===== src/rtl/mffp_pkg.sv =====
`timescale 1ns / 1ps
package mffp_pkg;

  localparam int MOTOR_COUNT     = 30;
  localparam int BYTES_PER_MOTOR = 5;
  localparam int FRAME_LAST      = BYTES_PER_MOTOR * MOTOR_COUNT + 1;
  localparam int POS_W           = $clog2(FRAME_LAST + 1);
  localparam int MI_W            = (MOTOR_COUNT > 1) ? $clog2(MOTOR_COUNT) : 1;
  localparam int ADDR_W          = $clog2(2 * MOTOR_COUNT);
  localparam int ENTRY_W         = 8 * BYTES_PER_MOTOR;
  localparam int SHIFT_W         = 8 * (BYTES_PER_MOTOR - 1);
  localparam int BIM_W           = 3;
  localparam int CFG_INDEX_W     = 3;

  localparam int POS_BITS = 16;
  localparam int VT_BITS  = 12;
  localparam int PROD_W   = 48;

  localparam logic [7:0]  HEADER_RESET  = 8'hA5;
  localparam logic [31:0] POS_MIN_RESET = 32'hFFF3_8000;
  localparam logic [31:0] POS_MAX_RESET = 32'h000C_8000;
  localparam logic [31:0] VEL_MIN_RESET = 32'hFFE2_0000;
  localparam logic [31:0] VEL_MAX_RESET = 32'h001E_0000;
  localparam logic [31:0] TOR_MIN_RESET = 32'hFFF6_0000;
  localparam logic [31:0] TOR_MAX_RESET = 32'h000A_0000;

  localparam logic [1:0] STATUS_GOOD       = 2'd0;
  localparam logic [1:0] STATUS_BAD_HEADER = 2'd1;
  localparam logic [1:0] STATUS_BAD_CHECK  = 2'd2;

  localparam logic [CFG_INDEX_W-1:0] REG_HEADER  = 3'd0;
  localparam logic [CFG_INDEX_W-1:0] REG_POS_MIN = 3'd1;
  localparam logic [CFG_INDEX_W-1:0] REG_POS_MAX = 3'd2;
  localparam logic [CFG_INDEX_W-1:0] REG_VEL_MIN = 3'd3;
  localparam logic [CFG_INDEX_W-1:0] REG_VEL_MAX = 3'd4;
  localparam logic [CFG_INDEX_W-1:0] REG_TOR_MIN = 3'd5;
  localparam logic [CFG_INDEX_W-1:0] REG_TOR_MAX = 3'd6;

  typedef struct packed {
    logic [1:0] status;
    logic       bank;
  } job_t;

  typedef struct packed {
    logic               en;
    logic [ADDR_W-1:0]  addr;
    logic [ENTRY_W-1:0] data;
  } mem_wr_t;

  typedef struct packed {
    logic en;
    logic bank;
  } rel_t;

  typedef struct packed {
    logic signed [31:0] pos_min;
    logic signed [31:0] pos_max;
    logic signed [31:0] vel_min;
    logic signed [31:0] vel_max;
    logic signed [31:0] tor_min;
    logic signed [31:0] tor_max;
  } range_cfg_t;

endpackage


===== src/rtl/mffp_queue.sv =====
`timescale 1ns / 1ps
module mffp_queue import mffp_pkg::*; (
  input  logic clk,
  input  logic rst,
  input  logic push_valid,
  output logic push_ready,
  input  job_t push_job,
  output logic pop_valid,
  input  logic pop_ready,
  output job_t pop_job
);

  job_t       slots [2];
  logic       wr_ptr;
  logic       rd_ptr;
  logic [1:0] count;
  logic       do_push;
  logic       do_pop;

  assign push_ready = (count != 2'd2);
  assign pop_valid  = (count != 2'd0);
  assign pop_job    = slots[rd_ptr];
  assign do_push    = push_valid && push_ready;
  assign do_pop     = pop_valid && pop_ready;

  always_ff @(posedge clk) begin
    if (rst) begin
      wr_ptr <= 1'b0;
      rd_ptr <= 1'b0;
      count  <= '0;
    end else begin
      if (do_push) begin
        wr_ptr <= !wr_ptr;
      end
      if (do_pop) begin
        rd_ptr <= !rd_ptr;
      end
      if (do_push && !do_pop) begin
        count <= count + 1'b1;
      end else if (do_pop && !do_push) begin
        count <= count - 1'b1;
      end
    end
  end

  always_ff @(posedge clk) begin
    if (do_push) begin
      slots[wr_ptr] <= push_job;
    end
  end

endmodule


===== config.mk =====
export PLATFORM = sky130hd
export DESIGN_NAME = mffp_queue
export DESIGN_NICKNAME = d
export VERILOG_FILES = /design/src/rtl/mffp_pkg.sv /design/src/rtl/mffp_queue.sv
export SDC_FILE = /design/constraint.sdc
export NUM_CORES = 1
export LEC_CHECK = 0
export BUFFER_PORTS_ARGS = -buffer_cell sky130_fd_sc_hd__buf_4
export CAP_MARGIN = 20
export CORE_AREA = 4 4 41 43
export DETAILED_ROUTE_END_ITERATION = 8
export DIE_AREA = 0 0 45 47
export GPL_ROUTABILITY_DRIVEN = 0
export PLACE_DENSITY_LB_ADDON = 0.05
export SETUP_SLACK_MARGIN = 0.4
export SYNTH_ARGS = -nofsm -noshare
export SYNTH_HDL_FRONTEND = slang
export SYNTH_SLANG_ARGS = --single-unit

===== constraint.sdc =====
create_clock -name clk -period 1.9 [get_ports clk]
set_input_delay 0.19 -clock clk [delete_from_list [all_inputs] [get_ports clk]]
set_output_delay 0.19 -clock clk [all_outputs]
set_load 0.01 [all_outputs]

==> metrics.txt, run 1 <==
worst hold path class in -> reg; Slowest-stage cell, CP dfxtp_4; top post-synthesis cells by count 6 x edfxtp_1, 5 x dfxtp_1, 3 x mux2_2, 3 x nor2_1, 3 x xor2_1; PwrDens between 1000 and 1500 mW/mm²; io pins 12; Detailed Routing Iterations Pass 1 4; port bufs 11; Hold Path Depth 1; most common cell in the netlist edfxtp_1; die area around 0.0021 mm²; clk buf depth 2; Worst-path clk slew roughly 0.060 ns; Least-Margin Pin Slew around 0.24 ns; Area Growth Syn to Fin 37.5%; most used flip-flop cell after synthesis edfxtp_1; DRC 0; Seq/Total Area, Yosys 0.631; Setup WS post-layout 0.405 ns; Worst Path Required 2.09 ns; clk_skew 0.000189 ns; Vias/cell 4.75; Max Freq 669 MHz; routed wire length 806 µm; Leak Pwr 0.255 nW; CTS tree built; Worst-Skew Late Latency between 0.2 and 0.3 ns; initial drt markers 3; WP data arrival between 1.5 and 2 ns; largest net degree at the start of global routing 7; gr usage total 0.0903; R2R setup slack 0.41 ns; Cell Area, Synth approximately 440 µm²; dpl hpwl 613 µm; nets 59; setup_tns 0 ns; synthesized netlist cell count 33; CP max stage delay 0.36 ns; antenna diode count 0; fin crit period 1.49 ns; setup violation total in the final timing report 0; vias 309; DR WL/cell around 12 µm; Clock Sinks 11; share of the synthesized area in the top cell type 0.406; initial antenna violation count 0; Final Cycle Share 0.787; start of the worst register-to-register path count[0]; hold endpoint slots[1][1]; layout cell share with drive strength beyond 1 0.540; ys async rst share 0; vias in the first global route 297; syn_area_per_cell roughly 13 µm²; Chip Width 45 µm; run status finished clean; Post-DRT Antenna Nets 0; Synth Register Bits 11; CP startpoint kind flop; Slew Viols, Final 0; hold_sp push_job[1]; reg-to-reg endpoint count[1]; Fill cells 129; Yosys cell types 16; Crit Path Category reg -> reg; slew margin rel. 0.837; R2R cell count 6; total CTS buffers 3; first-pass GRT wire length 1240 µm; CORE AREA 0.00130 mm²; ranking of synthesized cells by area edfxtp_1 41%, dfxtp_1 23%, mux2_2 7.6%; htree depth 1; Initial Util 0.341; Power, Total 0.858 mW; CTS root buf clkbuf_4; CP endpoint kind flop; unrepaired setup endpoints after global routing true; Post-Place Worst Slack 0.295 ns; critical-path cell list nand2b_4, and2_4, ha_4, xor2_1, or3_1, a21oi_1; grt ovf 0; Max IR drop VDD 595 µV; Ys Warns 0; crit path max fanout 5; die height about 47 µm; leading area contributor after synthesis edfxtp_1; Post-synth EDFFs 6; Mapped Nets 41; Hold Vio Cnt, Final 0; max-cap viol count 0; Rows 13
## how the worst max path moves through the flow
| stage | start | endpoint | slack, ns | cells after the start |
|---|---|---|---|---|
| after CTS | count[0] | count[1] | 0.40 | 6 |
| after floorplan | count[0] | count[1] | 0.40 | 5 |
| after global placement | count[0] | count[1] | 0.38 | 5 |
| after detailed placement | count[0] | count[1] | 0.29 | 4 |
| after global routing | count[0] | count[1] | 0.36 | 6 |
| final | count[0] | count[1] | 0.41 | 6 |
## registers in the layout, indices dropped and copies added (netlist names), named ones only
signal / count
rd_ptr: 1
count: 2
wr_ptr: 1
slots: 6
## layer usage
metal / global-route usage / part of all wire / vias to the layer above
met1: 0.0776 / 0.34 / 143
met5: 0 / 0 / -
met3: 0.0498 / 0.084 / 4
met2: 0.155 / 0.55 / 11
met4: 0.0702 / 0.026 / 0
li1: - / - / 151
## cells by family after synthesis
kind of cell,Yosys count,synth area share
buffers and inverters,1,0.00844
xor gates and xnor gates,3,0.0592
and+or+nand+nor,9,0.130
AOI/OAI and AO/OA,5,0.0676
muxes,3,0.0761
DFF,11,0.631
adders and majority gates,1,0.0282
## through the flow
step	instances	hold slack, ns	instance area (µm²)	util
after floorplan	33	0.259	444	-
after global placement	59	0.376	546	0.419
after detailed placement	59	0.378	546	0.419
after CTS	63	0.102	596	0.458
after global routing	65	0.0887	611	0.469
final	65	0.109	611	0.469
## power by group
group / total, mW / switching (mW) / internal, mW
Clock: 0.152 / 0.0707 / 0.0812
Combinational: 0.344 / 0.147 / 0.197
Sequential: 0.362 / 0.0455 / 0.316
## critical path: cells and delay by family (launching register included)
kind / cells / cell delay, ns
simple gates: 3 / 0.62
flops: 1 / 0.36
fa+ha+maj: 1 / 0.15
xor+xnor: 1 / 0.14
compound gates: 1 / 0.14
## timing repair
item	in CTS	in global routing
setup endpoints to repair	1	1
resized for setup	7	0
pin swaps	1	1
buffers inserted	0	2
hold buffers	0	0
## layout make-up
| type | instances | area, µm² | share of cell area |
|---|---|---|---|
| Tap cell | 15 | 18.8 | 0.0307 |
| Clock buffer | 4 | 26.3 | 0.0430 |
| Inverter | 1 | 3.75 | 0.00615 |
| Multi-Input combinational cell | 21 | 179 | 0.293 |
| Sequential cell | 11 | 285 | 0.467 |
| Timing Repair Buffer | 13 | 97.6 | 0.160 |
## cells in the final DEF, fill, tap and decap left out, drive strengths merged
master,n
inv,1
ha,1
buf,13
nand3b,1
nand2b,1
edfxtp,6
mux2,3
xor2,3
a21oi,2
o21ai,2
clkbuf,4
or3,1
dfxtp,5
a21bo,1
or2,1
and3,1
and2,1
nor2,3
(Power assumes the default switching activity.)
==> inputs of run 2 (changes only) <==
ABC_AREA = 1   (was not set)
clock period = 1.4 ns   (was 1.9 ns; I/O delays follow)
==> run 2 against run 1 <==
Effect of this change: via count up 20%; largest power group is now combinational logic; highest routed layer is now met3; register-to-register slack lost 0.22 ns; synthesized cell count increased by 39%; sequential power rose by 40%; combinational power is 99% higher; global-route usage grew 0.23 points; maximum frequency is 23% higher; worst hold slack lost 0.037 ns; clock power increased by 30%; sequential cell count is the same; final cell count up 26%; clock skew grew 0.0030 ns.
==> metrics.txt, run 2 <==
Initial Util 0.357 (was 0.341); Top Registers slots: 6 flops, count: 2 flops (unchanged); Clock Sinks 11 (unchanged); nets 76 (was 59); commonest non-fill, non-tap cell in the layout buf_4 (unchanged); Worst-path clk slew 0.06 ns (about the same); Worst-Skew Late Latency 0.25 ns (was 0.26 ns); Post-DRT Antenna Nets 0 (unchanged); Slowest-stage cell, CP dfxtp_4 (unchanged); DRC 0 (unchanged); ys async rst share 0 (unchanged); largest net degree at the start of global routing 7 (unchanged); unrepaired setup endpoints after global routing true (unchanged); Crit Path Category reg -> reg (unchanged); antenna diode count 0 (unchanged); Power, Total 1.39 mW (was 0.858 mW); Max IR drop VDD 957 µV (was 595 µV); Final Util 0.568 (was 0.469); fin crit period 1.21 ns (was 1.49 ns); most flop-heavy register slots (unchanged); CTS tree built (unchanged); Yosys cell types 16 (unchanged); clk buf depth 2 (unchanged); Slew Viols, Final 0 (unchanged); Area Growth Syn to Fin 59.3% (was 37.5%); Post-Place Worst Slack 0.183 ns (was 0.295 ns); dpl hpwl 684 µm (was 613 µm); layout cell share with drive strength beyond 1 0.582 (was 0.540); Chip Width 45 µm (unchanged); commonest non-fill, non-tap cells in the layout 12 x buf_4, 6 x edfxtp_1, 5 x nand2_1, 5 x buf_6 (was 13 x buf_4, 6 x edfxtp_1); total CTS buffers 3 (unchanged); most used flip-flop cell after synthesis edfxtp_1 (unchanged); Setup WS post-layout 0.187 ns (was 0.405 ns); Ys Warns 0 (unchanged); io pins 12 (unchanged); setup violation total in the final timing report 0 (unchanged); vias in the first global route 379 (was 297); gr usage total 0.0927 (was 0.0903); synthesized netlist cell count 46 (was 33); Least-Margin Pin Slew 0.184 ns (was 0.244 ns); CORE AREA 0.00130 mm² (unchanged); max-cap viol count 0 (unchanged); grt ovf 0 (unchanged); WP data arrival 1.40 ns (was 1.69 ns); top post-synthesis cells by count 7 x nand2_1, 7 x nor2_1, 6 x edfxtp_1, 6 x inv_1, 5 x dfxtp_1 (was 6 x edfxtp_1, 5 x dfxtp_1, 3 x mux2_2, 3 x nor2_1, 3 x xor2_1); Fill cells 106 (was 129); non-filler cells, final 82 (was 65); Hold Vio Cnt, Final 0 (unchanged); Hold-fix buffers, CTS 0 (unchanged); Detailed Routing Iterations Pass 1 4 (unchanged); DR WL/cell 10.5 µm (was 12.4 µm); slew margin rel. 0.877 (was 0.837); Mapped Nets 54 (was 41); CTS root buf clkbuf_4 (unchanged); Cell Area, Synth 464 µm² (was 444 µm²); port bufs 11 (unchanged); first-pass GRT wire length 1440 µm (was 1240 µm); initial antenna violation count 0 (unchanged); CP endpoint kind flop (unchanged); CP max stage delay 0.35 ns (was 0.36 ns); crit path max fanout 4 (was 5); worst hold path class in -> reg (unchanged); routed wire length 858 µm (was 806 µm); syn_area_per_cell 10.1 µm² (was 13.5 µm²); PwrDens 1880 mW/mm² (was 1400 mW/mm²); clk_skew 0.00315 ns (was 0.000189 ns); Post-synth EDFFs 6 (unchanged); setup_tns 0 ns (unchanged); vias 371 (was 309); Final Cycle Share 0.866 (was 0.787); share of the synthesized area in the top cell type 0.388 (was 0.406); Synth Register Bits 11 (unchanged); run status finished clean (unchanged); max reg flops 6 (unchanged); ranking of synthesized cells by area edfxtp_1 39%, dfxtp_1 22%, mux2_2 7.3% (was edfxtp_1 41%, dfxtp_1 23%, mux2_2 7.6%); CP startpoint kind flop (unchanged); Max Freq 824 MHz (was 669 MHz); Leak Pwr 0.324 nW (was 0.255 nW); leading area contributor after synthesis edfxtp_1 (unchanged); Worst Path Required 1.59 ns (was 2.09 ns); Inst Count DP 72 (was 59); initial drt markers 4 (was 3); htree depth 1 (unchanged); Rows 13 (unchanged); critical-path cell list inv_4, nand2_4, nand2_4, clkinv_4, ha_4, inv_4, nand3_2, nand2_1, inv_1, nor2_1 (was nand2b_4, and2_4, ha_4, xor2_1, or3_1, a21oi_1); die area 0.00212 mm² (unchanged); Vias/cell 4.52 (was 4.75); die height 47 µm (unchanged); Seq/Total Area, Yosys 0.604 (was 0.631)
[run 2: path summary, 6_finish.rpt]
| check | to | slack, ns | startpoint | cells after the start |
|---|---|---|---|---|
| worst max-delay path | count[1] | 0.19 | count[0] | 10 |
| worst min register to register | flop | 0.51 | rd_ptr | 2 |
| worst max register to register | count[1] | 0.19 | count[0] | 10 |
| worst min-delay path | slots[1][0] | 0.07 | push_job[0] | 1 |
[run 2: what timing repair did]
| action | in CTS | in global routing |
|---|---|---|
| gates resized for setup | 15 | 4 |
| buffers inserted | 5 | 1 |
| endpoints found under the setup margin | 13 | 14 |
| pin swaps | 4 | 1 |
[run 2: cells by family after synthesis]
| group | after synthesis | synth area share |
|---|---|---|
| and+or+nand+nor | 19 | 0.186 |
| muxes | 3 | 0.0728 |
| adders and majority gates | 1 | 0.0269 |
| buffers and inverters | 8 | 0.0674 |
| AOI/OAI and AO/OA | 4 | 0.0431 |
| DFF | 11 | 0.604 |
[run 2: per-layer routing]
layer,vias to the layer above,share of wire,track usage
met3,0,0.082,0.0230
met4,0,0,0.0175
met1,166,0.35,0.0939
met2,13,0.57,0.189
li1,192,-,-
met5,-,0,0
[run 2: cell type report]
class | instances | area [µm²] | share of cell area
inverter | 8 | 42.5 | 0.0575
sequential | 11 | 292 | 0.394
timing repair buffer | 17 | 146 | 0.198
clock buffer | 4 | 26.3 | 0.0355
tap | 15 | 18.8 | 0.0254
multi-input combinational | 27 | 214 | 0.289
[run 2: worst max-delay path, delay by kind of cell (launching register included)]
| family | cells | cell delay, ns |
|---|---|---|
| buf+inv | 4 | 0.22 |
| fa+ha+maj | 1 | 0.23 |
| simple gates | 5 | 0.34 |
| flops | 1 | 0.35 |
[run 2: through the flow]
stage / cell area, µm² / hold WS (ns)
2_1_floorplan: 508 / 0.239
3_3_place_gp: 609 / 0.326
3_5_place_dp: 609 / 0.332
4_1_cts: 721 / 0.0639
5_1_grt: 739 / 0.0609
6_report: 739 / 0.0715
[run 2: power by group]
group	total (mW)	internal, mW	switching (mW)
registers	0.506	0.440	0.0663
clock network	0.198	0.110	0.0887
logic	0.686	0.358	0.328
==> inputs of run 3 (changes only) <==
ABC_AREA = not set   (was 1)
CAP_MARGIN = not set   (was 20)
==> run 3 against run 2 <==
Effect of this change: the run now ends with negative setup slack left; maximum frequency is 14% lower; non-clock buffer count is 1 higher; wire length decreased by 1.2%; worst hold slack worse by 0.012 ns; die area is the same; critical path type unchanged; largest cell class unchanged.
==> metrics.txt, run 3 (same netlist as run 1, synthesis figures left out) <==
PwrDens 1940 mW/mm² (was 1880 mW/mm²); M1 WL 305 µm (was 300 µm); grt ovf 0 (unchanged); Hold Vio Cnt, Final 0 (unchanged); Least-Margin Pin Slew 0.210 ns (was 0.184 ns); run status finished with violations (was finished clean); vias in the first global route 354 (was 379); commonest non-fill, non-tap cell in the layout buf_4 (unchanged); top layer in use met3 (unchanged); start of the worst register-to-register path count[0] (unchanged); crit path max fanout 4 (unchanged); Worst-path clk slew 0.07 ns (was 0.06 ns); total CTS buffers 3 (unchanged); CORE AREA 0.00130 mm² (unchanged); Slew Viols, Final 0 (unchanged); io pins 12 (unchanged); Worst Path Required 1.60 ns (was 1.59 ns); failing checks negative setup slack; htree depth 1 (unchanged); critical path endpoint count[1] (unchanged); gr usage total 0.101 (was 0.0927); WP data arrival 1.61 ns (was 1.40 ns); Setup crit start count[0] (unchanged); CTS tree built (unchanged); Power, Total 1.36 mW (was 1.39 mW); port bufs 11 (unchanged); vias 313 (was 371); met2 WL 498 µm (was 487 µm); Final Cycle Share 1.01 (was 0.866); dpl hpwl 632 µm (was 684 µm); routed wire length 848 µm (was 858 µm); WL met3 44 µm (was 70 µm); most flop-heavy register slots (unchanged); Top Registers slots: 6 flops, count: 2 flops (unchanged); Initial Util 0.341 (was 0.357); max reg flops 6 (unchanged); antenna diode count 0 (unchanged); Worst-Skew Late Latency 0.26 ns (was 0.25 ns); commonest non-fill, non-tap cells in the layout 10 x buf_4, 8 x buf_6, 6 x edfxtp_1 (was 12 x buf_4, 6 x edfxtp_1, 5 x nand2_1, 5 x buf_6); setup violation total in the final timing report 1 (was 0); Max Freq 707 MHz (was 824 MHz); initial antenna violation count 0 (unchanged); Area Growth Syn to Fin 58.0% (was 59.3%); Vias/cell 4.47 (was 4.52); CP startpoint kind flop (unchanged); die height 47 µm (unchanged); fin crit period 1.41 ns (was 1.21 ns); R2R cell count 6 (was 10); Detailed Routing Iterations Pass 1 2 (was 4); Crit Path Category reg -> reg (unchanged); slew margin rel. 0.860 (was 0.877); DRC 0 (unchanged); DR WL/cell 12.1 µm (was 10.5 µm); Post-DRT Antenna Nets 0 (unchanged); hold_sp push_job[1] (was push_job[0]); Setup WS post-layout -0.0145 ns (was 0.187 ns); die area 0.00212 mm² (unchanged); nets 64 (was 76); Fill cells 119 (was 106); first-pass GRT wire length 1400 µm (was 1440 µm); Clock Sinks 11 (unchanged); largest net degree at the start of global routing 8 (was 7); layout cell share with drive strength beyond 1 0.673 (was 0.582); unrepaired setup endpoints after global routing true (unchanged); worst hold path class in -> reg (unchanged); clk buf depth 2 (unchanged); Hold-fix buffers, CTS 0 (unchanged); post-route design area 702 µm² (was 739 µm²); CTS root buf clkbuf_4 (unchanged); Rows 13 (unchanged); Leak Pwr 0.300 nW (was 0.324 nW); initial drt markers 1 (was 4); Area after DPL 573 µm² (was 609 µm²); max-cap viol count 0 (unchanged); CP endpoint kind flop (unchanged); Max IR drop VDD 1120 µV (was 957 µV); clk_skew 0.00428 ns (was 0.00315 ns); reg-to-reg endpoint count[1] (unchanged); R2R setup slack -0.01 ns (was 0.19 ns); Chip Width 45 µm (unchanged)
run 3: final cells by class:
cell class	count	area, µm²	area share
Tap cell	15	18.8	0.0267
Multi-Input combinational cell	21	198	0.282
Clock inverter	1	5.00	0.00713
Inverter	1	3.75	0.00535
Timing Repair Buffer	18	165	0.235
Clock buffer	3	22.5	0.0321
Sequential cell	11	289	0.412
run 3: stage by stage:
step                      setup slack, ns  instances  setup TNS, ns  utilization  hold slack, ns
after floorplan                    0.0196         33              0            -           0.205
after global placement             0.0201         60              0        0.440           0.326
after detailed placement          -0.0104         60        -0.0104        0.440           0.333
after CTS                         -0.0156         69        -0.0156        0.528          0.0486
after global routing              -0.0592         70        -0.0743        0.539          0.0297
final                             -0.0145         70        -0.0145        0.539          0.0594
run 3: how the worst min path moves through the flow:
stage	end	depth (start not counted)	slack, ns
floorplan	count[0]	1	0.20
global placement	slots[0][1]	1	0.33
detailed placement	slots[0][2]	1	0.33
CTS	slots[1][2]	1	0.05
global route	slots[1][2]	1	0.03
finish	slots[0][1]	1	0.06
run 3: critical path: stages (launching register included):
cell	delay, ns
dfxtp_4	0.36
nand2b_4	0.13
and2_4	0.14
ha_4	0.15
xor2_1	0.14
or3_1	0.31
a21oi_1	0.12
run 3: what timing repair did:
| item | in CTS | in global routing |
|---|---|---|
| gates resized for setup | 16 | 2 |
| setup buffers | 5 | 1 |
| endpoints found under the setup margin | 14 | 15 |
| pin swaps | 5 | 5 |
run 3: per-layer routing:
metal / global-route usage / vias to the layer above
li1: - / 161
met1: 0.0913 / 144
met5: 0 / -
met3: 0.0460 / 0
met4: 0.0702 / 0
met2: 0.178 / 8
run 3: power by group:
group	internal, mW	leakage, nW	total (mW)	switching, mW
clock network	0.106	0.0177	0.212	0.106
logic	0.421	0.183	0.654	0.233
registers	0.435	0.0990	0.499	0.0637
total	0.962	0.300	1.36	0.403
