===== src/rtl/mffp_pkg.sv =====
`timescale 1ns / 1ps
package mffp_pkg;

  localparam int MOTOR_COUNT     = 30;
  localparam int BYTES_PER_MOTOR = 5;
  localparam int FRAME_LAST      = BYTES_PER_MOTOR * MOTOR_COUNT + 1;
  localparam int POS_W           = $clog2(FRAME_LAST + 1);
  localparam int MI_W            = (MOTOR_COUNT > 1) ? $clog2(MOTOR_COUNT) : 1;
  localparam int ADDR_W          = $clog2(2 * MOTOR_COUNT);
  localparam int ENTRY_W         = 8 * BYTES_PER_MOTOR;
  localparam int SHIFT_W         = 8 * (BYTES_PER_MOTOR - 1);
  localparam int BIM_W           = 3;
  localparam int CFG_INDEX_W     = 3;

  localparam int POS_BITS = 16;
  localparam int VT_BITS  = 12;
  localparam int PROD_W   = 48;

  localparam logic [7:0]  HEADER_RESET  = 8'hA5;
  localparam logic [31:0] POS_MIN_RESET = 32'hFFF3_8000;
  localparam logic [31:0] POS_MAX_RESET = 32'h000C_8000;
  localparam logic [31:0] VEL_MIN_RESET = 32'hFFE2_0000;
  localparam logic [31:0] VEL_MAX_RESET = 32'h001E_0000;
  localparam logic [31:0] TOR_MIN_RESET = 32'hFFF6_0000;
  localparam logic [31:0] TOR_MAX_RESET = 32'h000A_0000;

  localparam logic [1:0] STATUS_GOOD       = 2'd0;
  localparam logic [1:0] STATUS_BAD_HEADER = 2'd1;
  localparam logic [1:0] STATUS_BAD_CHECK  = 2'd2;

  localparam logic [CFG_INDEX_W-1:0] REG_HEADER  = 3'd0;
  localparam logic [CFG_INDEX_W-1:0] REG_POS_MIN = 3'd1;
  localparam logic [CFG_INDEX_W-1:0] REG_POS_MAX = 3'd2;
  localparam logic [CFG_INDEX_W-1:0] REG_VEL_MIN = 3'd3;
  localparam logic [CFG_INDEX_W-1:0] REG_VEL_MAX = 3'd4;
  localparam logic [CFG_INDEX_W-1:0] REG_TOR_MIN = 3'd5;
  localparam logic [CFG_INDEX_W-1:0] REG_TOR_MAX = 3'd6;

  typedef struct packed {
    logic [1:0] status;
    logic       bank;
  } job_t;

  typedef struct packed {
    logic               en;
    logic [ADDR_W-1:0]  addr;
    logic [ENTRY_W-1:0] data;
  } mem_wr_t;

  typedef struct packed {
    logic en;
    logic bank;
  } rel_t;

  typedef struct packed {
    logic signed [31:0] pos_min;
    logic signed [31:0] pos_max;
    logic signed [31:0] vel_min;
    logic signed [31:0] vel_max;
    logic signed [31:0] tor_min;
    logic signed [31:0] tor_max;
  } range_cfg_t;

endpackage


===== src/rtl/mffp_if.sv =====
`timescale 1ns / 1ps
interface mffp_byte_if;
  logic       valid;
  logic       ready;
  logic [7:0] rx_byte;
  modport source (output valid, output rx_byte, input ready);
  modport sink (input valid, input rx_byte, output ready);
endinterface



===== src/rtl/mffp_front.sv =====
`timescale 1ns / 1ps
module mffp_front import mffp_pkg::*; (
  input  logic        clk,
  input  logic        rst,
  mffp_byte_if.sink   rx,
  input  logic [7:0]  expected_header,
  input  rel_t        rel,
  output logic        push_valid,
  input  logic        push_ready,
  output job_t        push_job,
  output mem_wr_t     wr
);

  logic [POS_W-1:0]   byte_pos;
  logic [7:0]         running_xor;
  logic [7:0]         header_seen;
  logic               bank;
  logic [1:0]         bank_busy;
  logic [1:0]         bank_busy_next;
  logic [MI_W-1:0]    motor_slot;
  logic [BIM_W-1:0]   byte_in_motor;
  logic [SHIFT_W-1:0] shift;
  logic               accept;
  logic               is_check;
  logic [1:0]         status;

  assign rx.ready = !bank_busy[bank] && push_ready;
  assign accept   = rx.valid && rx.ready;
  assign is_check = (byte_pos == POS_W'(FRAME_LAST));

  always_comb begin
    if (header_seen != expected_header) begin
      status = STATUS_BAD_HEADER;
    end else if (running_xor != rx.rx_byte) begin
      status = STATUS_BAD_CHECK;
    end else begin
      status = STATUS_GOOD;
    end
  end

  always_comb begin
    bank_busy_next = bank_busy;
    if (rel.en) begin
      bank_busy_next[rel.bank] = 1'b0;
    end
    if (accept && is_check) begin
      bank_busy_next[bank] = 1'b1;
    end
  end

  assign push_valid      = accept && is_check;
  assign push_job.status = status;
  assign push_job.bank   = bank;

  assign wr.en   = accept && (byte_pos != '0) && !is_check
                   && (byte_in_motor == BIM_W'(BYTES_PER_MOTOR - 1));
  assign wr.addr = bank ? ADDR_W'(MOTOR_COUNT) + ADDR_W'(motor_slot) : ADDR_W'(motor_slot);
  assign wr.data = {shift, rx.rx_byte};

  always_ff @(posedge clk) begin
    if (rst) begin
      byte_pos      <= '0;
      running_xor   <= '0;
      header_seen   <= '0;
      bank          <= 1'b0;
      bank_busy     <= '0;
      motor_slot    <= '0;
      byte_in_motor <= '0;
    end else begin
      bank_busy <= bank_busy_next;
      if (accept) begin
        if (byte_pos == '0) begin
          header_seen   <= rx.rx_byte;
          running_xor   <= running_xor ^ rx.rx_byte;
          byte_pos      <= byte_pos + 1'b1;
          motor_slot    <= '0;
          byte_in_motor <= '0;
        end else if (!is_check) begin
          running_xor <= running_xor ^ rx.rx_byte;
          byte_pos    <= byte_pos + 1'b1;
          if (byte_in_motor == BIM_W'(BYTES_PER_MOTOR - 1)) begin
            byte_in_motor <= '0;
            motor_slot    <= motor_slot + 1'b1;
          end else begin
            byte_in_motor <= byte_in_motor + 1'b1;
          end
        end else begin
          bank        <= !bank;
          byte_pos    <= '0;
          running_xor <= '0;
        end
      end
    end
  end

  always_ff @(posedge clk) begin
    if (accept && !is_check && (byte_pos != '0)) begin
      shift <= {shift[SHIFT_W-9:0], rx.rx_byte};
    end
  end

endmodule


===== src/flat_wrapper.sv =====
// flat-port wrapper written by rule: the top's interface ports become plain ports
module mffp_front_flat import mffp_pkg::*;
  (clk, rst, expected_header, rel, push_valid, push_ready, push_job, wr, rx_valid, rx_rx_byte, rx_ready);
  mffp_byte_if rx_i ();
  input  logic clk;
  input  logic rst;
  input  logic [7:0] expected_header;
  input  rel_t rel;
  output logic push_valid;
  input  logic push_ready;
  output job_t push_job;
  output mem_wr_t wr;
  input wire logic [$bits(rx_i.valid)-1:0] rx_valid;
  input wire logic [$bits(rx_i.rx_byte)-1:0] rx_rx_byte;
  output wire logic [$bits(rx_i.ready)-1:0] rx_ready;
  assign rx_i.valid = rx_valid;
  assign rx_i.rx_byte = rx_rx_byte;
  assign rx_ready = rx_i.ready;
  mffp_front u_core (.clk(clk), .rst(rst), .rx(rx_i), .expected_header(expected_header), .rel(rel), .push_valid(push_valid), .push_ready(push_ready), .push_job(push_job), .wr(wr));
endmodule

===== config.mk =====
export PLATFORM = sky130hd
export DESIGN_NAME = mffp_front_flat
export DESIGN_NICKNAME = d
export VERILOG_FILES = /design/src/rtl/mffp_pkg.sv /design/src/rtl/mffp_if.sv /design/src/rtl/mffp_front.sv /design/src/flat_wrapper.sv
export SDC_FILE = /design/constraint.sdc
export NUM_CORES = 1
export LEC_CHECK = 0
export BUFFER_PORTS_ARGS = -buffer_cell sky130_fd_sc_hd__buf_2
export CORE_ASPECT_RATIO = 1.4
export CORE_UTILIZATION = 48
export DETAILED_ROUTE_END_ITERATION = 7
export PLACE_DENSITY = 0.76
export SLEW_MARGIN = 20
export SYNTH_ARGS = -nofsm -noshare
export SYNTH_HDL_FRONTEND = slang
export SYNTH_SLANG_ARGS = --single-unit

===== constraint.sdc =====
create_clock -name clk -period 3.2 [get_ports clk]
set_input_delay 0.64 -clock clk [delete_from_list [all_inputs] [get_ports clk]]
set_output_delay 0.64 -clock clk [all_outputs]
set_load 0.02 [all_outputs]

==> results_dict.tcl, run 1 <==
set metrics [dict create \
    status "finished clean" \
    gp_routability_congestion 0.761 \
    final_critical_path_setup_slack_ns 0.461 \
    setup_fix_bufs_post_cts 0 \
    ant_nets 0 \
    report.final.slew_viol_count 0 \
    synth_cells 286 \
    horizontal_die_dimension_microns 69.3 \
    synth.lib_cells_used.distinct 40 \
    final-seq-area_sq_um 1660 \
    pre_cts_ws_ns 0.841 \
    clockPowerShare_pct 37.1 \
    antenna_violations_before_repair 0 \
    max-vdd-ir-drop_mv 0.245 \
    detailedRoute.firstPassIterationCount 4 \
    tritoncts_clock_tree "built" \
    layout_cell_share_with_drive_strength_beyond_1_pct 27.4 \
    multi_input_area_sq_um 1200 \
    finish.utilization_pct 57.7 \
    globalRouteOverflowTotal 0 \
    post_synth_most_frequent_cells "sky130_fd_sc_hd__dfxtp_1, sky130_fd_sc_hd__a21oi_1, sky130_fd_sc_hd__edfxtp_1, sky130_fd_sc_hd__o21ai_0, sky130_fd_sc_hd__xor2_1" \
    core.rowCount 34 \
    cts_max_path_buffers 2 \
    worstRegToRegCells 4 \
    sink_of_the_worst_hold_path "u_core.shift[13]" \
    die_area_sq_um 6670 \
    yosys-top-cells-area "sky130_fd_sc_hd__edfxtp_1, sky130_fd_sc_hd__dfxtp_1, sky130_fd_sc_hd__a21oi_1" \
    numClockSinks 67 \
    syn_area_per_cell_sq_um 10.6 \
    max_cap_violations 0 \
    post_cts_resize_count 0 \
    ys_seq_area_share_pct 54.6 \
    worstHoldStart "u_core.shift[5]" \
    yosys.area.top_type_share_pct 31.6 \
    fin_hold_ws_ns 0.448 \
    postRouteWirelength_microns 6080 \
    htree_num_levels 3 \
    timing.clock.skew_ns 0.0105 \
    synthFlopType "sky130_fd_sc_hd__dfxtp_1" \
    hp-class "flip-flop to flip-flop" \
    timing.rr.start "u_core.bank" \
    first_pass_grt_wire_length_microns 9830 \
    vias 2324 \
    clock_tree.root_cell "sky130_fd_sc_hd__clkbuf_8" \
    crit_required_ns 2.56 \
    floorplan.initialDensity_pct 49.3 \
    clock.fmax_ghz 0.365 \
    synth_enable_flop_cells 32 \
    yosys_warnings 0 \
    post-route-period-util_pct 85.6 \
    async_flop_share_pct 0 \
    final_routed_drc_violation_total 0 \
    port_buffers 73 \
    rsz0062_at_grt "no" \
    worst_margin_pin_slew_ns 0.873 \
    finalCriticalPeriod_ns 2.74 \
    synth_most_common_cell "sky130_fd_sc_hd__dfxtp_1" \
    pin_count_of_the_biggest_net_entering_global_routing 33 \
    post_cts_hold_buffer_count 0 \
    track_usage_pct 19.0 \
    1st_iter_drt_viols 145 \
    filler_cell_count 545 \
    critical_path.reg2reg.endpoint "u_core.shift[0]" \
    routed_wire_length_per_instance_microns 14.3 \
    finalSetupViolations 0 \
    number_of_nets_produced_by_synthesis 315 \
    floorplan.die.height_microns 96.2 \
    placeableCoreArea_sq_um 6170 \
    areaGrowthSynthToFinish_pct 17.0 \
    critical_path_class "flip-flop to primary output" \
    boundaryPins 74 \
    cp_data_arrival_time_ns 2.10 \
    p_leak_nw 1.39 \
    path_max_fanout 12 \
    net_switching_fraction_of_the_power_pct 26.5 \
    finalNetCount 378 \
    critPathLaunchType "flip-flop" \
    worst_setup_path_end_kind "primary output" \
    clkLatencyLatePin_ns 0.35 \
    grt_pass1_vias 2116 \
    route.detailed.vias_per_inst 5.46 \
    hold-path-cell-count 0 \
    seq_power_share_pct 54.5 \
    finalHoldViolations 0 \
    netSwitchingPower_w 0.000451 \
    timing.slew.headroom_pct 41.6 \
    setup_total_negative_slack_ns 0 \
    cts.clk_slew.worst_paths_ns 0.08 \
    power.density_cell_area_nw_per_um2 478 \
    place_hpwl_microns 4130 \
    tritoncts.num_buffers 9 \
    antenna_cells_inserted 0 \
    cell_type_with_the_largest_total_area_after_synthesis "sky130_fd_sc_hd__edfxtp_1" \
    p_comb_share_pct 8.4 \
    synth.cell_area_sq_um 3040 \
    yosys_register_bits 67 \
    timing.reg2reg.setup_slack_ns 0.89 \
    p_int_w 0.00125 \
]
cell families after synthesis:
logic type | count (synthesis) | synth area share [%]
simple gates | 78 | 14.7
compound gates | 70 | 12.7
flops | 67 | 54.6
buf+inv | 34 | 6.13
xor+xnor | 26 | 7.48
fa+ha+maj | 7 | 2.88
mux | 4 | 1.48
how the worst max path moves through the flow:
stage                            start         endpoint  cells past startpoint  slack (ns)
floorplan                  u_core.bank  u_core.shift[0]                      6        0.51
CTS                 u_core.byte_pos[0]           wr[46]                      7        0.46
detailed placement  u_core.byte_pos[0]           wr[46]                      7        0.84
global route        u_core.byte_pos[0]       push_valid                      4        0.28
global placement    u_core.byte_pos[0]           wr[46]                      7        0.88
finish              u_core.byte_pos[0]           wr[46]                      7        0.46
cell usage in the layout (no fill, tap or decap), types with 2 or more instances in the layout:
master | Yosys | final
sky130_fd_sc_hd__a211o_1 | 2 | 2
sky130_fd_sc_hd__a21boi_0 | 2 | 2
sky130_fd_sc_hd__a21oi_1 | 34 | 34
sky130_fd_sc_hd__buf_2 | 5 | 73
sky130_fd_sc_hd__buf_4 | 10 | 4
sky130_fd_sc_hd__clkbuf_8 | 0 | 9
sky130_fd_sc_hd__clkinvlp_4 | 0 | 3
sky130_fd_sc_hd__dfxtp_1 | 35 | 35
sky130_fd_sc_hd__edfxtp_1 | 32 | 32
sky130_fd_sc_hd__ha_1 | 7 | 7
sky130_fd_sc_hd__inv_1 | 9 | 9
sky130_fd_sc_hd__inv_6 | 0 | 2
sky130_fd_sc_hd__mux2i_1 | 3 | 3
sky130_fd_sc_hd__nand2_1 | 14 | 14
sky130_fd_sc_hd__nand3_1 | 13 | 13
sky130_fd_sc_hd__nand4_1 | 4 | 4
sky130_fd_sc_hd__nand4b_1 | 8 | 8
sky130_fd_sc_hd__nor2_1 | 13 | 12
sky130_fd_sc_hd__nor3_1 | 3 | 3
sky130_fd_sc_hd__nor4_1 | 10 | 10
sky130_fd_sc_hd__nor4b_1 | 3 | 3
sky130_fd_sc_hd__o211ai_1 | 4 | 4
sky130_fd_sc_hd__o21ai_0 | 22 | 22
sky130_fd_sc_hd__o31ai_1 | 3 | 3
sky130_fd_sc_hd__xnor2_1 | 8 | 8
sky130_fd_sc_hd__xor2_1 | 18 | 18
sequential cells by signal, indices dropped and copies added (netlist names):
signal	flops
u_core.header_seen	8
u_core.bank_busy	2
u_core.running_xor	8
u_core.byte_pos	8
u_core.shift	32
u_core.motor_slot	5
u_core.bank	1
u_core.byte_in_motor	3
routing by layer:
layer | vias to the layer above | share of wire, % | GRT usage, %
li1 | 1156 | - | -
met1 | 1076 | 43 | 21.7
met2 | 81 | 50 | 33.1
met3 | 11 | 5.2 | 4.29
met4 | 0 | 2.0 | 10.4
met5 | - | 0 | 0
stage by stage:
step,cells,area [sq um],power [W]
final,426,3560,0.00170
after global placement,410,3380,0.00109
after CTS,426,3560,0.00171
after floorplan,286,3050,0.00105
after global routing,426,3560,0.00177
after detailed placement,410,3380,0.00109
power groups by stage:
| stage | Clock, W | Sequential [W] | Combinational, W |
|---|---|---|---|
| after floorplan | 0 | 0.000954 | 0.0000910 |
| after global placement | 0 | 0.000946 | 0.000139 |
| after detailed placement | 0 | 0.000947 | 0.000143 |
| after CTS | 0.000638 | 0.000928 | 0.000143 |
| after global routing | 0.000678 | 0.000930 | 0.000159 |
| final | 0.000630 | 0.000928 | 0.000143 |
layout make-up:
class	count	area share, %
sequential	67	46.7
multi-input combinational	185	33.8
timing repair buffer	77	11.1
clock buffer	9	3.48
tap	72	2.53
clock inverter	7	1.48
inverter	9	0.949
critical path: stages (launching register included):
cell and delay, ns:
sky130_fd_sc_hd__dfxtp_1 0.34, sky130_fd_sc_hd__inv_1 0.08, sky130_fd_sc_hd__ha_1 0.15, sky130_fd_sc_hd__or4b_2 0.62, sky130_fd_sc_hd__nor2_1 0.11, sky130_fd_sc_hd__buf_4 0.20, sky130_fd_sc_hd__nor3_1 0.08, sky130_fd_sc_hd__buf_2 0.16
No activity file was read; power rests on OpenSTA's default activity.
==> run 2: changes to the inputs <==
CORE_UTILIZATION = 53   (was 48)
PLACE_DENSITY = 0.79   (was 0.76)
clock period = 2.7 ns   (was 3.2 ns; I/O delays follow)
==> run 2 against run 1 <==
  * Non-clock buffer count up 2
  * Global-route usage up 2.4 points
  * Clock skew barely moved
  * Flip-flop and latch count unchanged
==> results_dict.tcl, run 2 (synthesized netlist as in run 1, its figures left out) <==
set metrics [dict create \
    status "finished clean" \
    finish.utilization_pct 65.3 \
    max-vdd-ir-drop_mv 0.465 \
    layout_cell_share_with_drive_strength_beyond_1_pct 27.0 \
    largest_register_ff_count 32 \
    horizontal_die_dimension_microns 66.0 \
    globalRouteOverflowTotal 0 \
    core.rowCount 32 \
    detailedRoute.firstPassIterationCount 4 \
    final_cell_mix "sky130_fd_sc_hd__buf_2, sky130_fd_sc_hd__dfxtp_1, sky130_fd_sc_hd__a21oi_1" \
    report.final.slew_viol_count 0 \
    critPathSlowestCell "sky130_fd_sc_hd__or4b_2" \
    grt_pass1_vias 2155 \
    hp-class "flip-flop to flip-flop" \
    postPlaceCellArea_sq_um 3390 \
    global_route.usage.met2_pct 35.7 \
    final_common_cell "sky130_fd_sc_hd__buf_2" \
    crit_family "simple AND/OR/NAND/NOR gates" \
    finalSetupViolations 0 \
    tritoncts.num_buffers 9 \
    critical_path.reg2reg.endpoint "u_core.shift[13]" \
    cts.clk_slew.worst_paths_ns 0.07 \
    global_route.peak_usage_layer "met2" \
    cp_slowest_stage_delay_ns 0.63 \
    postRouteWirelength_microns 6120 \
    post-route-period-util_pct 93.5 \
    fin_area_sq_um 3610 \
    worst_margin_pin_slew_ns 0.882 \
    post_cts_hold_buffer_count 0 \
    finish.cell_count_without_fillers 424 \
    placeableCoreArea_sq_um 5530 \
    vias 2398 \
    port_buffers 73 \
    rsz0062_at_grt "no" \
    antenna_cells_inserted 0 \
    place_hpwl_microns 4270 \
    timing.slew.headroom_pct 41.1 \
    tritoncts_clock_tree "built" \
    crit_required_ns 2.16 \
    critical_path_class "flip-flop to primary output" \
    filler_cell_count 462 \
    clkLatencyLatePin_ns 0.34 \
    boundaryPins 74 \
    worstRegToRegCells 5 \
    worstPathCellList "inv_1 > ha_1 > or4b_2 > nor2_2 > nor3_1 > buf_2" \
    finalCriticalPeriod_ns 2.52 \
    cts_max_path_buffers 2 \
    dp_cells 408 \
    areaGrowthSynthToFinish_pct 18.5 \
    path_buf_inv 2 \
    track_usage_pct 21.4 \
    1st_iter_drt_viols 218 \
    final_routed_drc_violation_total 0 \
    htree_num_levels 3 \
    setup_total_negative_slack_ns 0 \
    floorplan.initialDensity_pct 55.1 \
    numClockSinks 67 \
    critical_path_depth 6 \
    timing.clock.skew_ns 0.0104 \
    worst_setup_path_end_kind "primary output" \
    timing.reg2reg.setup_slack_ns 0.47 \
    gp_routability_congestion 0.797 \
    floorplan.die.height_microns 91.7 \
    grt_util_met3_pct 3.98 \
    die_area_sq_um 6050 \
    timing.rr.start "u_core.byte_pos[0]" \
    critical_path_start "u_core.byte_pos[0]" \
    finalHoldViolations 0 \
    finalNetCount 380 \
    clock.fmax_ghz 0.396 \
    p_leak_nw 1.42 \
    clock_tree.root_cell "sky130_fd_sc_hd__clkbuf_8" \
    critPathCapture "wr[46]" \
    routed_wire_length_per_instance_microns 14.4 \
    first_pass_grt_wire_length_microns 9850 \
    gr-usage-met1_pct 26.1 \
    antenna_violations_before_repair 0 \
    fin_hold_ws_ns 0.445 \
    cp_data_arrival_time_ns 1.98 \
    largest_register "u_core.shift" \
    critPathLaunchType "flip-flop" \
    path_max_fanout 4 \
    setup_fix_bufs_post_cts 0 \
    ant_nets 0 \
    route.detailed.vias_per_inst 5.66 \
    max_cap_violations 0 \
    power.density_cell_area_nw_per_um2 592 \
    pin_count_of_the_biggest_net_entering_global_routing 33 \
]
[run 2: cell types whose count changed in the layout (fill, tap and decap cells not counted)]
cell and change:
sky130_fd_sc_hd__clkbuf_1 +3, sky130_fd_sc_hd__clkinvlp_4 -3, sky130_fd_sc_hd__buf_4 +2, sky130_fd_sc_hd__bufinv_16 +2
sky130_fd_sc_hd__inv_6 -2, sky130_fd_sc_hd__clkinv_1 +1, sky130_fd_sc_hd__clkinv_4 -1, sky130_fd_sc_hd__nor2_1 -1
sky130_fd_sc_hd__nor2_2 +1, sky130_fd_sc_hd__nor4b_2 -1, sky130_fd_sc_hd__nor4b_4 +1
[run 2: layout make-up]
type / count / area [sq um] / area share (%)
multi-input combinational: 185 / 1210 / 33.6
clock buffer: 12 / 135 / 3.75
timing repair buffer: 79 / 410 / 11.4
tap: 68 / 85.1 / 2.36
sequential: 67 / 1660 / 46.1
inverter: 9 / 33.8 / 0.937
clock inverter: 4 / 67.6 / 1.87
[run 2: what timing repair did]
item                                   in CTS  in global routing
endpoints found under the hold margin       0                  0
gates resized for setup                     0                  2
setup endpoints to repair                   0                  2
[run 2: power by group]
part / internal [W] / switching [W]
combinational: 0.0000608 / 0.000112
clock: 0.000515 / 0.000345
sequential: 0.00109 / 0.0000151
[run 2: how the worst min path moves through the flow]
stage	from	end	slack (ns)	depth (start not counted)
2_1_floorplan	u_core.byte_in_motor[2]	u_core.byte_in_motor[2]	0.45	2
3_3_place_gp	u_core.shift[3]	u_core.shift[11]	0.43	0
3_5_place_dp	u_core.shift[16]	u_core.shift[24]	0.43	0
4_1_cts	u_core.shift[16]	u_core.shift[24]	0.44	0
5_1_grt	u_core.shift[8]	u_core.shift[16]	0.45	0
6_report	u_core.shift[0]	u_core.shift[8]	0.44	0
[run 2: layer usage]
layer / wire (microns) / vias up
li1: - / 1165
met1: 2550 / 1132
met2: 3090 / 89
met3: 392 / 12
met4: 87 / 0
met5: 0 / -
[run 2: worst register-to-register path: stages, from the launching register on]
cell and delay [ns]:
sky130_fd_sc_hd__dfxtp_1 0.33, sky130_fd_sc_hd__ha_1 0.23, sky130_fd_sc_hd__and4_1 0.34, sky130_fd_sc_hd__nand2_1 0.14, sky130_fd_sc_hd__nand2_1 0.11, sky130_fd_sc_hd__nor2_4 0.69
[run 2: metrics by stage]
stage | total power, W | setup WS, ns
finish | 0.00213 | 0.175
global route | 0.00221 | 0.0703
CTS | 0.00214 | 0.0898
detailed placement | 0.00129 | 0.477
global placement | 0.00129 | 0.520
floorplan | 0.00124 | 0.00820
==> run 3: changes to the inputs <==
BUFFER_PORTS_ARGS = -buffer_cell sky130_fd_sc_hd__clkbuf_2   (was -buffer_cell sky130_fd_sc_hd__buf_2)
==> run 3 against run 2 <==
  * Worst setup slack improved by 0.0023 ns
  * Via count down 0.42%
  * Core utilization fell by 0.14 points
  * Clock-buffer cell count fell by 2
  * Sequential power about the same
  * Combinational power about the same
  * Die area did not move
  * Register-to-register slack worse by 0.02 ns
  * Largest power group unchanged
  * Sequential share of layout area grew 0.096 points
  * Total power down 1.6%
==> results_dict.tcl, run 3 (synthesized netlist as in run 1, its figures left out) <==
set metrics [dict create \
    met3RoutedLength_microns 310 \
    hold-path-cell-count 0 \
    core.rowCount 32 \
    tritoncts_clock_tree "built" \
    place_hpwl_microns 4260 \
    ant_nets 0 \
    largest_register_ff_count 32 \
    worst_margin_pin_slew_ns 0.882 \
    timing.rr.start "u_core.byte_pos[0]" \
    max_cap_violations 0 \
    clock.fmax_ghz 0.396 \
    cp_data_arrival_time_ns 1.98 \
    largest_register "u_core.shift" \
    finalHoldViolations 0 \
    timing.reg2reg.setup_slack_ns 0.45 \
    worstHoldStart "u_core.shift[5]" \
    filler_cell_count 434 \
    pre_cts_ws_ns 0.459 \
    placeableCoreArea_sq_um 5530 \
    setup_total_negative_slack_ns 0 \
    top_signal_layer_used "met4" \
    max-vdd-ir-drop_mv 0.361 \
    critical_path.reg2reg.endpoint "u_core.shift[1]" \
    finalNetCount 379 \
    finalSetupViolations 0 \
    sink_of_the_worst_hold_path "u_core.shift[13]" \
    route.detailed.vias_per_inst 5.65 \
    path_max_fanout 11 \
    detailedRoute.firstPassIterationCount 4 \
    post_cts_hold_buffer_count 0 \
    final_common_cell "sky130_fd_sc_hd__clkbuf_2" \
    worst_setup_path_end_kind "primary output" \
    rsz0062_at_grt "no" \
    grt_pass1_vias 2240 \
    clock_tree.root_cell "sky130_fd_sc_hd__clkbuf_8" \
    antenna_violations_before_repair 0 \
    setup_fix_bufs_post_cts 0 \
    final-seq-area_sq_um 1660 \
    floorplan.initialDensity_pct 55.1 \
    final_routed_drc_violation_total 0 \
    floorplan.die.height_microns 91.7 \
    power.density_cell_area_nw_per_um2 583 \
    cts_max_path_buffers 2 \
    post-route-period-util_pct 93.4 \
    boundaryPins 74 \
    worstRegToRegCells 5 \
    routed_wire_length_per_instance_microns 14.5 \
    htree_num_levels 3 \
    m1WireLength_microns 2460 \
    crit_required_ns 2.16 \
    report.final.slew_viol_count 0 \
    numClockSinks 67 \
    postRouteWirelength_microns 6130 \
    final_cell_mix "sky130_fd_sc_hd__clkbuf_2, sky130_fd_sc_hd__dfxtp_1, sky130_fd_sc_hd__a21oi_1" \
    gp_routability_congestion 0.810 \
    cts.clk_slew.worst_paths_ns 0.07 \
    layout_cell_share_with_drive_strength_beyond_1_pct 28.2 \
    1st_iter_drt_viols 171 \
    vias 2388 \
    final_critical_path_setup_slack_ns 0.177 \
    critical_path_class "flip-flop to primary output" \
    critPathLaunchType "flip-flop" \
    timing.clock.skew_ns 0.00785 \
    finalCriticalPeriod_ns 2.52 \
    pin_count_of_the_biggest_net_entering_global_routing 33 \
    p_leak_nw 1.42 \
    areaGrowthSynthToFinish_pct 18.3 \
    track_usage_pct 22.2 \
    hp-class "flip-flop to flip-flop" \
    die_area_sq_um 6050 \
    horizontal_die_dimension_microns 66.0 \
    antenna_cells_inserted 0 \
    first_pass_grt_wire_length_microns 10200 \
    clkLatencyLatePin_ns 0.34 \
    globalRouteOverflowTotal 0 \
    port_buffers 73 \
    multi_input_area_sq_um 1210 \
    timing.slew.headroom_pct 41.1 \
    detailroute.wirelength.met2_microns 3230 \
    tritoncts.num_buffers 9 \
    status "finished clean" \
]
==> run 3: cell count changes in the layout (fill, tap and decap cells not counted) <==
cell	change
sky130_fd_sc_hd__clkbuf_2	+73
sky130_fd_sc_hd__bufinv_16	-1
sky130_fd_sc_hd__clkinvlp_4	+4
sky130_fd_sc_hd__buf_4	-1
sky130_fd_sc_hd__clkinv_1	-2
sky130_fd_sc_hd__clkbuf_1	-3
sky130_fd_sc_hd__buf_2	-73
sky130_fd_sc_hd__clkbuf_8	+1
sky130_fd_sc_hd__clkinv_2	+1
==> run 3: routing by layer <==
| metal | vias to the layer above | track usage, % |
|---|---|---|
| met5 | - | 0 |
| met4 | 0 | 11.2 |
| met3 | 12 | 5.85 |
| met2 | 76 | 35.9 |
| met1 | 1135 | 26.8 |
| li1 | 1165 | - |
==> run 3: worst max-delay path by stage <==
| stage | start | end | cells after the start |
|---|---|---|---|
| 3_5_place_dp | u_core.byte_pos[0] | u_core.shift[3] | 6 |
| 5_1_grt | u_core.byte_pos[0] | wr[46] | 6 |
| 4_1_cts | u_core.byte_pos[1] | push_valid | 4 |
| 3_3_place_gp | u_core.byte_pos[0] | push_valid | 4 |
| 6_report | u_core.byte_pos[1] | push_valid | 4 |
| 2_1_floorplan | u_core.bank | u_core.shift[0] | 6 |
==> run 3: what timing repair did <==
| action | 4_1_cts | 5_1_grt |
|---|---|---|
| hold endpoints to repair | 0 | 0 |
| resized for setup | 0 | 2 |
| setup endpoints to repair | 0 | 2 |
==> run 3: per-stage QoR <==
stage / std cells / hold WS [ns] / util (%) / area [sq um] / power, W
CTS: 423 / 0.447 / 64.9 / 3590 / 0.00211
finish: 423 / 0.441 / 65.1 / 3600 / 0.00210
global placement: 407 / 0.431 / 61.3 / 3390 / 0.00129
detailed placement: 407 / 0.435 / 61.3 / 3390 / 0.00129
global route: 423 / 0.465 / 65.1 / 3600 / 0.00218
floorplan: 286 / 0.452 / - / 3050 / 0.00124
==> run 3: layout make-up <==
type | instances | area share (%)
inverter | 9 | 0.938
clock buffer | 10 | 3.82
sequential | 67 | 46.2
timing repair buffer | 78 | 11.2
tap | 68 | 2.36
clock inverter | 6 | 1.81
multi-input combinational | 185 | 33.7
==> run 3: critical path, stage by stage (launching register included) <==
cell	delay, ns
sky130_fd_sc_hd__dfxtp_1	0.39
sky130_fd_sc_hd__ha_1	0.22
sky130_fd_sc_hd__and4_1	0.45
sky130_fd_sc_hd__nor4b_4	0.35
sky130_fd_sc_hd__clkbuf_2	0.23
==> run 3: report_power, final <==
group | internal (W) | switching [W] | total (W)
Sequential | 0.00109 | 0.0000156 | 0.00110
Combinational | 0.0000593 | 0.000111 | 0.000171
Clock | 0.000449 | 0.000378 | 0.000827
Total | 0.00159 | 0.000505 | 0.00210
